[config.mk]
export PLATFORM = sky130hd
export DESIGN_NAME = voice_allocator_priority_steal_core
export DESIGN_NICKNAME = d
export VERILOG_FILES = /design/src/design/vap_pkg.sv /design/src/design/vap_ctrl.sv /design/src/design/vap_datapath.sv /design/src/design/voice_allocator_priority_steal_core.sv
export SDC_FILE = /design/constraint.sdc
export NUM_CORES = 1
export LEC_CHECK = 0
export BUFFER_PORTS_ARGS = -buffer_cell sky130_fd_sc_hd__buf_2
export CAP_MARGIN = 20
export CORE_UTILIZATION = 35
export DETAILED_ROUTE_END_ITERATION = 8
export GPL_ROUTABILITY_DRIVEN = 1
export HOLD_SLACK_MARGIN = 0.15
export SETUP_SLACK_MARGIN = 0.05
export SYNTH_ARGS = -nofsm -noshare
export SYNTH_HDL_FRONTEND = slang
export SYNTH_SLANG_ARGS = --single-unit
[constraint.sdc]
create_clock -name clk -period 19 [get_ports clk]
set_clock_uncertainty 0.15 [all_clocks]
set_input_delay 3.8 -clock clk [delete_from_list [all_inputs] [get_ports clk]]
set_output_delay 3.8 -clock clk [all_outputs]
set_load 0.01 [all_outputs]
[src/design/vap_pkg.sv]
// ----------------------------------------------------------------------------
// vap_pkg
// Shared codes and types for the voice allocator with priority stealing.
// ----------------------------------------------------------------------------
package vap_pkg;

  // event codes
  localparam logic [2:0] ACT_NOTE_ON   = 3'd0;
  localparam logic [2:0] ACT_NOTE_OFF  = 3'd1;
  localparam logic [2:0] ACT_PEDAL_REL = 3'd2;
  localparam logic [2:0] ACT_TRACK_OFF = 3'd3;
  localparam logic [2:0] ACT_KILL_ALL  = 3'd4;
  localparam logic [2:0] ACT_FINISHED  = 3'd5;

  // choice kinds
  localparam logic [2:0] KIND_SAME  = 3'd0;
  localparam logic [2:0] KIND_FREE  = 3'd1;
  localparam logic [2:0] KIND_REL   = 3'd2;
  localparam logic [2:0] KIND_STEAL = 3'd3;
  localparam logic [2:0] KIND_NONE  = 3'd4;

  // voice status
  localparam logic [1:0] ST_OFF = 2'd0;
  localparam logic [1:0] ST_ON  = 2'd1;
  localparam logic [1:0] ST_REL = 2'd2;

  localparam logic [7:0] PRIO_BASE    = 8'h40;
  localparam logic [4:0] CFG_RESET    = 5'd12;
  localparam logic [5:0] RELEASED_MAX = 6'd31;

  typedef struct packed {
    logic capture;  // latch the incoming item
    logic match;    // register per-voice match vectors
    logic pick;     // priority-select and build update masks
    logic commit;   // apply updates and load the result register
  } cmd_t;

endpackage

[src/design/vap_ctrl.sv]
// ----------------------------------------------------------------------------
// vap_ctrl
// Sequencer for the voice allocator: capture, match, pick, commit.
// ----------------------------------------------------------------------------
module vap_ctrl (
  input  logic          clk,
  input  logic          rst,
  input  logic          in_valid,
  output logic          in_ready,
  output logic          out_valid,
  input  logic          out_ready,
  output vap_pkg::cmd_t cmd
);

  typedef enum logic [3:0] {
    S_IDLE   = 4'b0001,
    S_MATCH  = 4'b0010,
    S_PICK   = 4'b0100,
    S_COMMIT = 4'b1000
  } state_t;

  state_t state;
  state_t state_next;
  logic   out_valid_next;
  logic   commit_ok;

  // the result register must be empty or emptying before a commit
  assign commit_ok = (state == S_COMMIT) && (!out_valid || out_ready);
  assign in_ready  = (state == S_IDLE);

  always_comb begin
    state_next = state;
    case (state)
      S_IDLE: begin
        if (in_valid) state_next = S_MATCH;
      end
      S_MATCH:  state_next = S_PICK;
      S_PICK:   state_next = S_COMMIT;
      S_COMMIT: begin
        if (commit_ok) state_next = S_IDLE;
      end
      default:  state_next = S_IDLE;
    endcase
  end

  always_comb begin
    out_valid_next = out_valid;
    if (commit_ok) out_valid_next = 1'b1;
    else if (out_ready) out_valid_next = 1'b0;
  end

  always_comb begin
    cmd.capture = (state == S_IDLE) && in_valid;
    cmd.match   = (state == S_MATCH);
    cmd.pick    = (state == S_PICK);
    cmd.commit  = commit_ok;
  end

  always_ff @(posedge clk) begin
    if (rst) begin
      state     <= S_IDLE;
      out_valid <= 1'b0;
    end else begin
      state     <= state_next;
      out_valid <= out_valid_next;
    end
  end

endmodule

[src/design/vap_datapath.sv]
// ----------------------------------------------------------------------------
// vap_datapath
// Voice table, per-voice match lanes, priority select and result register.
// ----------------------------------------------------------------------------
module vap_datapath #(
  parameter int VOICE_COUNT = 16
) (
  input  logic          clk,
  input  logic          rst,
  input  vap_pkg::cmd_t cmd,
  input  logic          cfg_we,
  input  logic [4:0]    cfg_wdata,
  input  logic [2:0]    action,
  input  logic [5:0]    owner_tag,
  input  logic [5:0]    track_rank,
  input  logic [6:0]    track_priority,
  input  logic [6:0]    note_number,
  input  logic          sustain_held,
  input  logic [3:0]    voice_slot,
  output logic          granted,
  output logic [3:0]    voice_chosen,
  output logic [2:0]    choice_kind,
  output logic [4:0]    voices_released
);

  localparam int VIDX_W = (VOICE_COUNT > 1) ? $clog2(VOICE_COUNT) : 1;
  localparam logic [5:0] VOICE_LIMIT = 6'(VOICE_COUNT);

  // configuration
  logic [4:0] voices_in_use;
  logic [5:0] scan_len;

  // captured item
  logic [2:0]  act;
  logic [5:0]  tag;
  logic [14:0] prio;
  logic [6:0]  note;
  logic        sus;
  logic [3:0]  slot;

  // voice table
  logic [1:0]  v_status [VOICE_COUNT];
  logic [5:0]  v_owner  [VOICE_COUNT];
  logic        v_ovalid [VOICE_COUNT];
  logic [6:0]  v_note   [VOICE_COUNT];
  logic [14:0] v_prio   [VOICE_COUNT];
  logic        v_smark  [VOICE_COUNT];

  // match vectors
  logic [VOICE_COUNT-1:0] hit_c, off_c, rel_c, steal_c, grp_c, fin_c;
  logic [VOICE_COUNT-1:0] hit_v, off_v, rel_v, steal_v, grp_v, fin_v;

  // pick stage
  logic [VOICE_COUNT-1:0] sel_src, sel_1h, hit_1h, on_mask;
  logic [VOICE_COUNT-1:0] alloc_c, relm_c, mset_c, mclr_c;
  logic [VOICE_COUNT-1:0] alloc_m, relm_m, mset_m, mclr_m, finm_m;
  logic [VIDX_W-1:0]      idx_c, chosen;
  logic [2:0]             kind_c, kind;
  logic                   grant_c, grant;
  logic [5:0]             cnt_raw;
  logic [4:0]             cnt_c, cnt;
  logic [VIDX_W+3:0]      chosen_ext;

  assign scan_len = ({1'b0, voices_in_use} > VOICE_LIMIT) ? VOICE_LIMIT
                                                           : {1'b0, voices_in_use};

  always_ff @(posedge clk) begin
    if (rst) begin
      voices_in_use <= vap_pkg::CFG_RESET;
    end else if (cfg_we) begin
      voices_in_use <= cfg_wdata;
    end
  end

  always_ff @(posedge clk) begin
    if (cmd.capture) begin
      act  <= action;
      tag  <= owner_tag;
      prio <= {track_priority, 8'(vap_pkg::PRIO_BASE - {2'b00, track_rank})};
      note <= note_number;
      sus  <= sustain_held;
      slot <= voice_slot;
    end
  end

  // per-voice lanes
  always_comb begin
    for (int i = 0; i < VOICE_COUNT; i++) begin
      logic active, owned, nonoff;
      active     = (6'(i) < scan_len);
      owned      = v_ovalid[i] && (v_owner[i] == tag);
      nonoff     = (v_status[i] != vap_pkg::ST_OFF);
      hit_c[i]   = active && owned && (v_note[i] == note);
      off_c[i]   = active && (v_status[i] == vap_pkg::ST_OFF);
      rel_c[i]   = active && (v_status[i] == vap_pkg::ST_REL);
      steal_c[i] = active && (prio >= v_prio[i]);
      fin_c[i]   = (act == vap_pkg::ACT_FINISHED) && (6'(i) == {2'b00, slot});
      on_mask[i] = (v_status[i] == vap_pkg::ST_ON);
      case (act)
        vap_pkg::ACT_PEDAL_REL: grp_c[i] = active && owned && v_smark[i];
        vap_pkg::ACT_TRACK_OFF: grp_c[i] = active && owned && nonoff;
        vap_pkg::ACT_KILL_ALL:  grp_c[i] = active && nonoff;
        default:                grp_c[i] = 1'b0;
      endcase
    end
  end

  always_ff @(posedge clk) begin
    if (cmd.match) begin
      hit_v   <= hit_c;
      off_v   <= off_c;
      rel_v   <= rel_c;
      steal_v <= steal_c;
      grp_v   <= grp_c;
      fin_v   <= fin_c;
    end
  end

  // priority select over the registered vectors
  always_comb begin
    grant_c = 1'b1;
    if (|hit_v) begin
      sel_src = hit_v;
      kind_c  = vap_pkg::KIND_SAME;
    end else if (|off_v) begin
      sel_src = off_v;
      kind_c  = vap_pkg::KIND_FREE;
    end else if (|rel_v) begin
      sel_src = rel_v;
      kind_c  = vap_pkg::KIND_REL;
    end else if (|steal_v) begin
      sel_src = steal_v;
      kind_c  = vap_pkg::KIND_STEAL;
    end else begin
      sel_src = '0;
      kind_c  = vap_pkg::KIND_NONE;
      grant_c = 1'b0;
    end
    // lowest set bit
    sel_1h = sel_src & (~sel_src + 1'b1);
    hit_1h = hit_v & (~hit_v + 1'b1);
    idx_c  = '0;
    for (int i = 0; i < VOICE_COUNT; i++) begin
      if (sel_1h[i]) idx_c = idx_c | VIDX_W'(i);
    end
    alloc_c = '0;
    relm_c  = '0;
    mset_c  = '0;
    mclr_c  = '0;
    case (act)
      vap_pkg::ACT_NOTE_ON: begin
        alloc_c = sel_1h;
      end
      vap_pkg::ACT_NOTE_OFF: begin
        if (sus) mset_c = hit_1h;
        else relm_c = hit_1h;
      end
      vap_pkg::ACT_PEDAL_REL: begin
        relm_c = grp_v;
        mclr_c = grp_v;
      end
      vap_pkg::ACT_TRACK_OFF, vap_pkg::ACT_KILL_ALL: begin
        relm_c = grp_v;
      end
      default: ;
    endcase
    if (act != vap_pkg::ACT_NOTE_ON) begin
      grant_c = 1'b0;
      kind_c  = vap_pkg::KIND_NONE;
      idx_c   = '0;
    end
    cnt_raw = 6'($countones(relm_c & on_mask));
    cnt_c   = (cnt_raw > vap_pkg::RELEASED_MAX) ? 5'(vap_pkg::RELEASED_MAX) : cnt_raw[4:0];
  end

  always_ff @(posedge clk) begin
    if (cmd.pick) begin
      alloc_m <= alloc_c;
      relm_m  <= relm_c;
      mset_m  <= mset_c;
      mclr_m  <= mclr_c;
      finm_m  <= fin_v;
      grant   <= grant_c;
      kind    <= kind_c;
      chosen  <= idx_c;
      cnt     <= cnt_c;
    end
  end

  // voice table update
  always_ff @(posedge clk) begin
    if (rst) begin
      for (int i = 0; i < VOICE_COUNT; i++) begin
        v_status[i] <= vap_pkg::ST_OFF;
        v_owner[i]  <= '0;
        v_ovalid[i] <= 1'b0;
        v_note[i]   <= '0;
        v_prio[i]   <= '0;
        v_smark[i]  <= 1'b0;
      end
    end else if (cmd.commit) begin
      for (int i = 0; i < VOICE_COUNT; i++) begin
        if (alloc_m[i]) begin
          v_status[i] <= vap_pkg::ST_ON;
          v_owner[i]  <= tag;
          v_ovalid[i] <= 1'b1;
          v_note[i]   <= note;
          v_prio[i]   <= prio;
          v_smark[i]  <= 1'b0;
        end
        if (relm_m[i]) begin
          v_status[i] <= vap_pkg::ST_REL;
          v_ovalid[i] <= 1'b0;
        end
        if (mclr_m[i]) v_smark[i] <= 1'b0;
        if (mset_m[i]) v_smark[i] <= 1'b1;
        if (finm_m[i]) begin
          v_status[i] <= vap_pkg::ST_OFF;
          v_ovalid[i] <= 1'b0;
          v_smark[i]  <= 1'b0;
        end
      end
    end
  end

  assign chosen_ext = {4'b0000, chosen};

  // result register
  always_ff @(posedge clk) begin
    if (cmd.commit) begin
      granted         <= grant;
      voice_chosen    <= chosen_ext[3:0];
      choice_kind     <= kind;
      voices_released <= cnt;
    end
  end

endmodule

[src/design/voice_allocator_priority_steal_core.sv]
// an accepted item passes through the match, pick and commit states before its result
//   is valid; a new item is taken only once the block is back in the idle state after
//   the commit of the last one; commit waits while the result is held
// reset (rst, synchronous): all voices off and unowned, voices_in_use = 12,
//   no result pending; the block is ready in the cycle after reset
// ----------------------------------------------------------------------------
// voice_allocator_priority_steal_core
// Synthesizer voice pool with note-on allocation and priority stealing.
// ----------------------------------------------------------------------------
module voice_allocator_priority_steal_core #(
  parameter int VOICE_COUNT = 16
) (
  input  logic       clk,
  input  logic       rst,
  input  logic       cfg_we,
  input  logic [4:0] cfg_wdata,
  input  logic       in_valid,
  output logic       in_ready,
  input  logic [2:0] action,
  input  logic [5:0] owner_tag,
  input  logic [5:0] track_rank,
  input  logic [6:0] track_priority,
  input  logic [6:0] note_number,
  input  logic       sustain_held,
  input  logic [3:0] voice_slot,
  output logic       out_valid,
  input  logic       out_ready,
  output logic       granted,
  output logic [3:0] voice_chosen,
  output logic [2:0] choice_kind,
  output logic [4:0] voices_released
);

  vap_pkg::cmd_t cmd;

  vap_ctrl u_ctrl (
    .clk       (clk),
    .rst       (rst),
    .in_valid  (in_valid),
    .in_ready  (in_ready),
    .out_valid (out_valid),
    .out_ready (out_ready),
    .cmd       (cmd)
  );

  vap_datapath #(
    .VOICE_COUNT (VOICE_COUNT)
  ) u_dp (
    .clk             (clk),
    .rst             (rst),
    .cmd             (cmd),
    .cfg_we          (cfg_we),
    .cfg_wdata       (cfg_wdata),
    .action          (action),
    .owner_tag       (owner_tag),
    .track_rank      (track_rank),
    .track_priority  (track_priority),
    .note_number     (note_number),
    .sustain_held    (sustain_held),
    .voice_slot      (voice_slot),
    .granted         (granted),
    .voice_chosen    (voice_chosen),
    .choice_kind     (choice_kind),
    .voices_released (voices_released)
  );

endmodule

# Word level (Yosys, flattened, before mapping)
# Memory sizes are Yosys's and may differ from the RTL's.
# Cells that the tools add are included.
# totals
reg_bits,248
mem_bits_rw,512
memories,6
elab_cells,1181
# classes
mux,581
n_eq_ne,90
magnitude_cmp,34
addsub,18
bitwise_logic,213
reduce_logical,209
# mem_list
memory,words,word_bits,rd,rd_ports_with_merged_regs,write_ports,line,rtl
u_dp.v_prio,16,15,16,0,16,vap_datapath.sv:46,logic [14:0] v_prio [VOICE_COUNT];
u_dp.v_note,16,7,16,0,16,vap_datapath.sv:45,logic [6:0] v_note [VOICE_COUNT];
u_dp.v_owner,16,6,16,0,16,vap_datapath.sv:43,logic [5:0] v_owner [VOICE_COUNT];
u_dp.v_status,16,2,16,0,16,vap_datapath.sv:42,logic [1:0] v_status [VOICE_COUNT];
u_dp.v_ovalid,16,1,16,0,16,vap_datapath.sv:44,logic v_ovalid [VOICE_COUNT];
u_dp.v_smark,16,1,16,0,16,vap_datapath.sv:47,logic v_smark [VOICE_COUNT];
# op_table
operator,count
$mux W1,441
$ge A15 B15 Y1,16
$mux W15,16
$or A1 B1 Y1,208
$logic_and A1 B1 Y1,162
$eq A7 B7 Y1,16
$mux W7,16
$mux W2,50
$eq A6 B6 Y1,16
$mux W6,16
$mux W16,5
$reduce_or A16 Y1,4
$and A16 B16 Y16,3
$lt A4 B6 Y1 const A,8
$pmux W1 S3,16
$add A6 B6 Y6,7
$mux W4,10
$reduce_bool A2 Y1,17
$reduce_or A33 Y1,1
$add A16 B1 Y16 const B,2
$eq A2 B1 Y1 const B,16
$eq A2 B2 Y1 const B,16
$eq A4 B4 Y1 const A,8
$logic_not A2 Y1,16
32 further kinds,59

# Logic depth before layout (Yosys ltp)
# Gate-level depths: netlist of the first run.
# logic_depth
depth_word,23
ltp_mapped,19
mapped_depth_nobuf,17

# Hierarchy
# From an unflattened synthesis of the first run, not the netlist that was laid out.
# unflattened
hier_cells,2825
area_unflattened_um2,35442.7
# by_module_without_submodules
mod,seq_area_each_um2,instances,area_each_um2,cells_each
vap_datapath,21630.7,1,35165.0,2796
vap_ctrl,100.1,1,277.8,29

# Worst setup path after synthesis of the first run
# Ideal clock, no wire load.
# synth_timing
path_kind,reg2reg
start,register u_ctrl.state[2]
end,register u_ctrl.state[0]
period_less_slack_ns,11.443
slack_ns,7.557
path_stages_with_launch,3
required_time_ns,18.319
arrival_time_ns,10.763
path_buffers,0
path_cell_list,dfxtp_1 nor4b_1 o21ai_0
# synth_between
elab_chain_len,4
# synth_rtl
item,line,rtl
"start, declared",vap_ctrl.sv:22,state_t state;
"start signal, assigned",vap_ctrl.sv:64,state <= state_next;
$eq A4 B4 Y1,"vap_ctrl.sv:28, vap_ctrl.sv:33",
$logic_and A1 B1 Y1,vap_ctrl.sv:28,assign commit_ok = (state == S_COMMIT) && (!out_valid || out_ready);
$ne A2 B1 Y1 (no source line),-,
$reduce_and A2 Y1 (no source line),-,
# Several ways; a longest one is shown, not always the timed one.
# A chain may end at the register's enable or synchronous reset.

==> results of run 1 <==
## power by group through the flow
| stage | Clock (mW) | Sequential (mW) | Combinational [mW] |
|---|---|---|---|
| after global routing | 1.60 | 1.87 | 0.386 |
| final | 1.51 | 1.86 | 0.345 |
| after floorplan | 0 | 1.89 | 0.219 |
| after global placement | 0 | 1.89 | 0.340 |
| after detailed placement | 0 | 1.89 | 0.348 |
| after CTS | 1.54 | 1.86 | 0.351 |
## worst max-delay path, cell delays in order
cell	delay [ns]
buf_2	0.10
nor2b_1	0.29
or2_2	0.66
inv_1	0.39
buf_4	0.37
nand2_1	0.80
nand2b_1	0.65
buf_8	0.34
## stage by stage
stage               instances    util  worst slack [ns]
floorplan                2851       -             7.557
global placement         4162  0.3735             11.02
detailed placement       4165  0.3740             11.17
CTS                      4305  0.3989             11.82
global route             4305  0.3989             11.44
finish                   4305  0.3989             11.78
## flip-flops by register name, summed over array words and instances, names as in the netlist, 6 cells and up
signal and count:
u_dp.alloc_m 16, u_dp.fin_v 16, u_dp.finm_m 16, u_dp.grp_v 16
u_dp.hit_v 16, u_dp.mclr_m 16, u_dp.mset_m 16, u_dp.note 7
u_dp.off_v 16, u_dp.prio 14, u_dp.rel_v 16, u_dp.relm_m 16
u_dp.steal_v 16, u_dp.tag 6, u_dp.v_note 112, u_dp.v_owner 96
u_dp.v_prio 224, u_dp.v_smark 16, u_dp.v_status 31
## cells in the mapped netlist (21+ instances only)
| cell | number |
|---|---|
| nor3b_1 | 51 |
| a21oi_1 | 128 |
| nand3_1 | 28 |
| inv_1 | 283 |
| edfxtp_1 | 717 |
| a21o_1 | 100 |
| nand2b_1 | 64 |
| nor2_1 | 348 |
| clkbuf_1 | 117 |
| and2_1 | 22 |
| xnor2_1 | 129 |
| o21ai_0 | 71 |
| nor3_1 | 62 |
| nor4_1 | 51 |
| ha_1 | 238 |
| o21bai_1 | 21 |
| xor2_1 | 84 |
| nor2b_1 | 24 |
| nand4_1 | 48 |
| nand2_1 | 96 |
## per-layer routing
layer / track usage / vias to the layer above
met3: 0.02216 / 145
met1: 0.2369 / 10830
met5: 0 / -
met4: 0.05598 / 0
li1: - / 10340
met2: 0.3066 / 643
## logic make-up after synthesis
family                   Yosys count  share of synthesized area
AND/OR/NAND/NOR                  879                     0.1287
flip-flops                       727                     0.6168
buffers and inverters            406                    0.04332
AO/OA/AOI/OAI                    373                    0.06630
adder cells (fa/ha/maj)          249                    0.09077
XOR/XNOR                         213                    0.05295
multiplexers                       4                   0.001172
## final timing paths
kind | startpoint | endpoint | cells past startpoint
worst max register to register | u_dp.act[0] | u_dp.cnt[3] | 16
worst max-delay path | out_ready | u_dp.v_prio[0][50] | 8
worst min register to register | u_dp.cnt[3] | u_dp.voices_released[3] | 0
worst min-delay path | u_dp.cnt[3] | u_dp.voices_released[3] | 0
## cell type report
class,instances,area (µm²)
fill,9387,60030
sequential,727,21730
multi-input combinational,1718,12010
clock buffer,96,2135
tap,1298,1624
inverter,283,1062
timing repair buffer,139,920.9
clock inverter,44,350.3
==> metrics, run 1 <==
status completed; Core ar. between 90000 and 100000 µm²; sequential share of power 0.501; vias in the first global route 21600; unrepaired setup endpoints after global routing false; Fin Hold WS 0.2642 ns; Setup TNS 0 ns; Crit path required time 19.24 ns; Cell variety after synth 61; # port buffers just under 60; fin crit share 0.3798; Slew Limit Fails 0; Sw Share 0.2444; n_diodes 0; CP arrival 7.45 ns; Wirelength per Cell 21.34 µm; P_int 2.807 mW; row cnt ~120; reg2reg setup slack 13.29 ns; Seq cells post-synth roughly 730; area leader, netlist edfxtp_1; CTS Buf Count 81; Fmax achieved 138.6 MHz; worst-path fanout max 29; met2 wire len about 45000 µm; Via Count 21950; DR pass1 iterations 6; post-CTS sizing 0; DR iter-0 viols approximately 1900; CTS Root Cell clkbuf_16; initial antenna violation count 2; most frequent cells in the layout edfxtp_1 (717), nor2_1 (348), inv_1 (283), ha_1 (238), xnor2_1 (129); VDD IR max slightly above 0.00006 V; most common cell after layout, fill and taps aside edfxtp_1; sequential-to-total area share from yosys stat 0.6168; Final Power 3.715 mW; Placed Area 37340 µm²; Logic pwr share 0.093; total number of H-tree levels 3; Die Area around 100000 µm²; synth warn 0; gr ovfl total 0; GRT Util Overall 0.1796; count of final setup violators 0; residual DRC count 0; element type at the critical path start input pin; top sig layer met4; critical path class input pin to register; top post-synthesis cells by area edfxtp_1 (61%), ha_1 (8.5%), nor2_1 (3.7%); clock sinks approximately 730; initial core utilization 0.3528; Worst Hold Class register to register; via-per-instance ratio just over 5; Avg Cell Area, Syn 12.36 µm²; CTS clk-pin slew, worst paths 0.06 ns; Top FF cell, synth edfxtp_1; minimum clock period after layout 7.215 ns; Async SR Flop Fraction 0; crit path capture type register; Die Y 319.3 µm; Final #Nets 3243; power per cell area 93.28 nW/µm²; Setup Fix Bufs, Post-CTS 0; Leakage about 15 nW; post-synth top area share 0.6111; share of cells above drive strength 1 0.08946; Post-Syn Instances 2851; largest net degree at the start of global routing 70; switching power 0.9080 mW; DRT antenna net count 0; slew of the pin with the lowest slew margin 1.136 ns; Mapped Area 35230 µm²; clock power share 0.406; Post-Syn Nets 3144; Bufs on Longest Clock Path 3; WL met1 39880 µm; Max-slew headroom 0.2426; endpoints failing hold 0; hold buffers post-CTS 0; final wirelength 91870 µm; Layout area overhead 13.04%; Clock Latency Late Sink about 0.64 ns; WL met3 a little under 5000 µm; Die Width 319.3 µm; final RePlAce weighted congestion 0.8972; max-cap violation count 0; global-route wire length before repair 137500 µm; # IOs ~60; post-detail-place hpwl 62220 µm; EDFF count, synth 717; CTS tree done; final instance area between 30000 and 40000 µm²
No activity file was read; power rests on OpenSTA's default activity.
==> run 2, diff against run 1 <==
==> constraint.sdc (replaced) <==
create_clock -name clk -period 7.21 [get_ports clk]
set_clock_uncertainty 0.15 [all_clocks]
set_input_delay 1.442 -clock clk [delete_from_list [all_inputs] [get_ports clk]]
set_output_delay 1.442 -clock clk [all_outputs]
set_load 0.01 [all_outputs]
==> metrics, run 2 (synthesis results as in run 1) <==
vias in the first global route about 21000; row cnt 116; Largest register FFs 224; Die Area about 100000 µm²; # port buffers 58; GRT Util Overall 0.1843; Via Count between 20000 and 25000; endpoints failing hold 0; Setup TNS 0 ns; Final Power 9.884 mW; most frequent cells in the layout edfxtp_1 (717), nor2_1 (348), inv_1 (283), ha_1 (238), xnor2_1 (129); count of final setup violators 0; Layout area overhead 12.91%; fin crit share 0.7469; Largest regs u_dp.v_prio (224), u_dp.v_note (112), u_dp.v_owner (96); Sw Share 0.2457; Leakage 15.31 nW; final RePlAce weighted congestion 0.9076; largest net degree at the start of global routing 75; Setup Fix Bufs, Post-CTS 0; power per cell area 248.4 nW/µm²; status completed; clock sinks 727; post-detail-place hpwl 64290 µm; reg2reg setup slack between 1.5 and 2 ns; n_diodes 0; max-cap violation count 0; P_int 7.455 mW; crit-path cells nor4_4 > nand2_1 > nor3_1 > nand4_1 > nand2_1 > and3b_1 > ha_1 > fa_1 > inv_1 > fa_1 > fa_1 > inv_1 > fa_1 > ha_1 > fa_1 > xor2_1; Crit path required time 7.46 ns; Clock Latency Late Sink between 0.6 and 0.7 ns; unrepaired setup endpoints after global routing false; Top cell by count, worst path fa_1; Die Width 319.3 µm; Slew Limit Fails 0; worst-path fanout max 6; element type at the critical path start register; CTS Buf Count 79; DR pass1 iterations 6; Final #Nets 3220; CTS tree done; # IOs 59; critical path class register to register; via-per-instance ratio approximately 5.2; hold buffers post-CTS 0; switching power roughly 2.4 mW; gr ovfl total 0; most common cell after layout, fill and taps aside edfxtp_1; Die Y 319.3 µm; Biggest register u_dp.v_prio; slew of the pin with the lowest slew margin 1.204 ns; crit-path max cell delay between 0.5 and 0.6 ns; minimum clock period after layout between 5 and 6 ns; Max-slew headroom 0.1975; VDD IR max 0.0001928 V; CP max-delay cell fa_1; residual DRC count 0; initial core utilization 0.3528; Core ar. 99860 µm²; Top Family by Delay on Critical Path adder cells; Logic pwr share 0.087; DR iter-0 viols ~2100; Wirelength per Cell 21.97 µm; final wirelength around 94000 µm; CTS clk-pin slew, worst paths 0.06 ns; crit path capture type register; Bufs on Longest Clock Path 3; Buffers & Inverters on Critical Path 2; CTS Root Cell clkbuf_16; sequential share of power 0.500; Worst Hold Class register to register; post-CTS sizing 0; global-route wire length before repair 140200 µm; Fmax achieved 185.7 MHz; initial antenna violation count 1; clock power share 0.413; total number of H-tree levels 3; share of cells above drive strength 1 0.08592; CP arrival 5.63 ns; DRT antenna net count 0
## run 2: cell types whose count changed in the layout (fill, tap and decap cells not counted), moves of 2 or more
cell       previous run  this run
buf_4                78        59
clkinv_2             11        17
buf_8                 3         0
bufinv_16             4         7
clkbuf_1             11         8
clkinv_16             0         3
clkbuf_16            82        80
## run 2: per-layer routing
metal  vias up  wire length [µm]  GRT usage
met1     10970             42110     0.2563
met3       137              6227    0.03150
met4         2              2302    0.04818
met2       727             43590     0.2967
li1      10300                 -          -
met5         -                 9          0
## run 2: layout make-up
class | count | area, µm²
clock buffer | 90 | 2059
tap | 1298 | 1624
timing repair buffer | 118 | 738.2
clock inverter | 55 | 549.3
multi-input combinational | 1718 | 12020
sequential | 727 | 21730
inverter | 283 | 1062
fill | 9407 | 60070
## run 2: metrics by stage
step                  util  cell area (µm²)  hold WS [ns]  setup WS, ns  instances
floorplan                -            35250        0.2503        0.7263       2851
global placement    0.3722            37170        0.2506         2.011       4143
detailed placement  0.3723            37170        0.2556         1.943       4144
CTS                 0.3984            39780        0.2675         1.910       4289
global route        0.3984            39780        0.2697         1.618       4289
finish              0.3984            39780        0.2667         1.825       4289
## run 2: path summary, 6_finish.rpt
kind	from	depth (start not counted)	to
hold reg to reg	u_dp.fin_v[4]	0	u_dp.finm_m[4]
setup / recovery	u_dp.hit_v[1]	16	u_dp.cnt[3]
hold / removal	u_dp.fin_v[4]	0	u_dp.finm_m[4]
setup reg to reg	u_dp.hit_v[1]	16	u_dp.cnt[3]
## run 2: power by group through the flow
stage	clock network (mW)	registers, mW	logic [mW]
2_1_floorplan	0	4.98	0.576
3_3_place_gp	0	5.03	0.847
3_5_place_dp	0	5.03	0.862
4_1_cts	4.16	4.94	0.870
5_1_grt	4.31	4.96	0.963
6_report	4.08	4.94	0.859
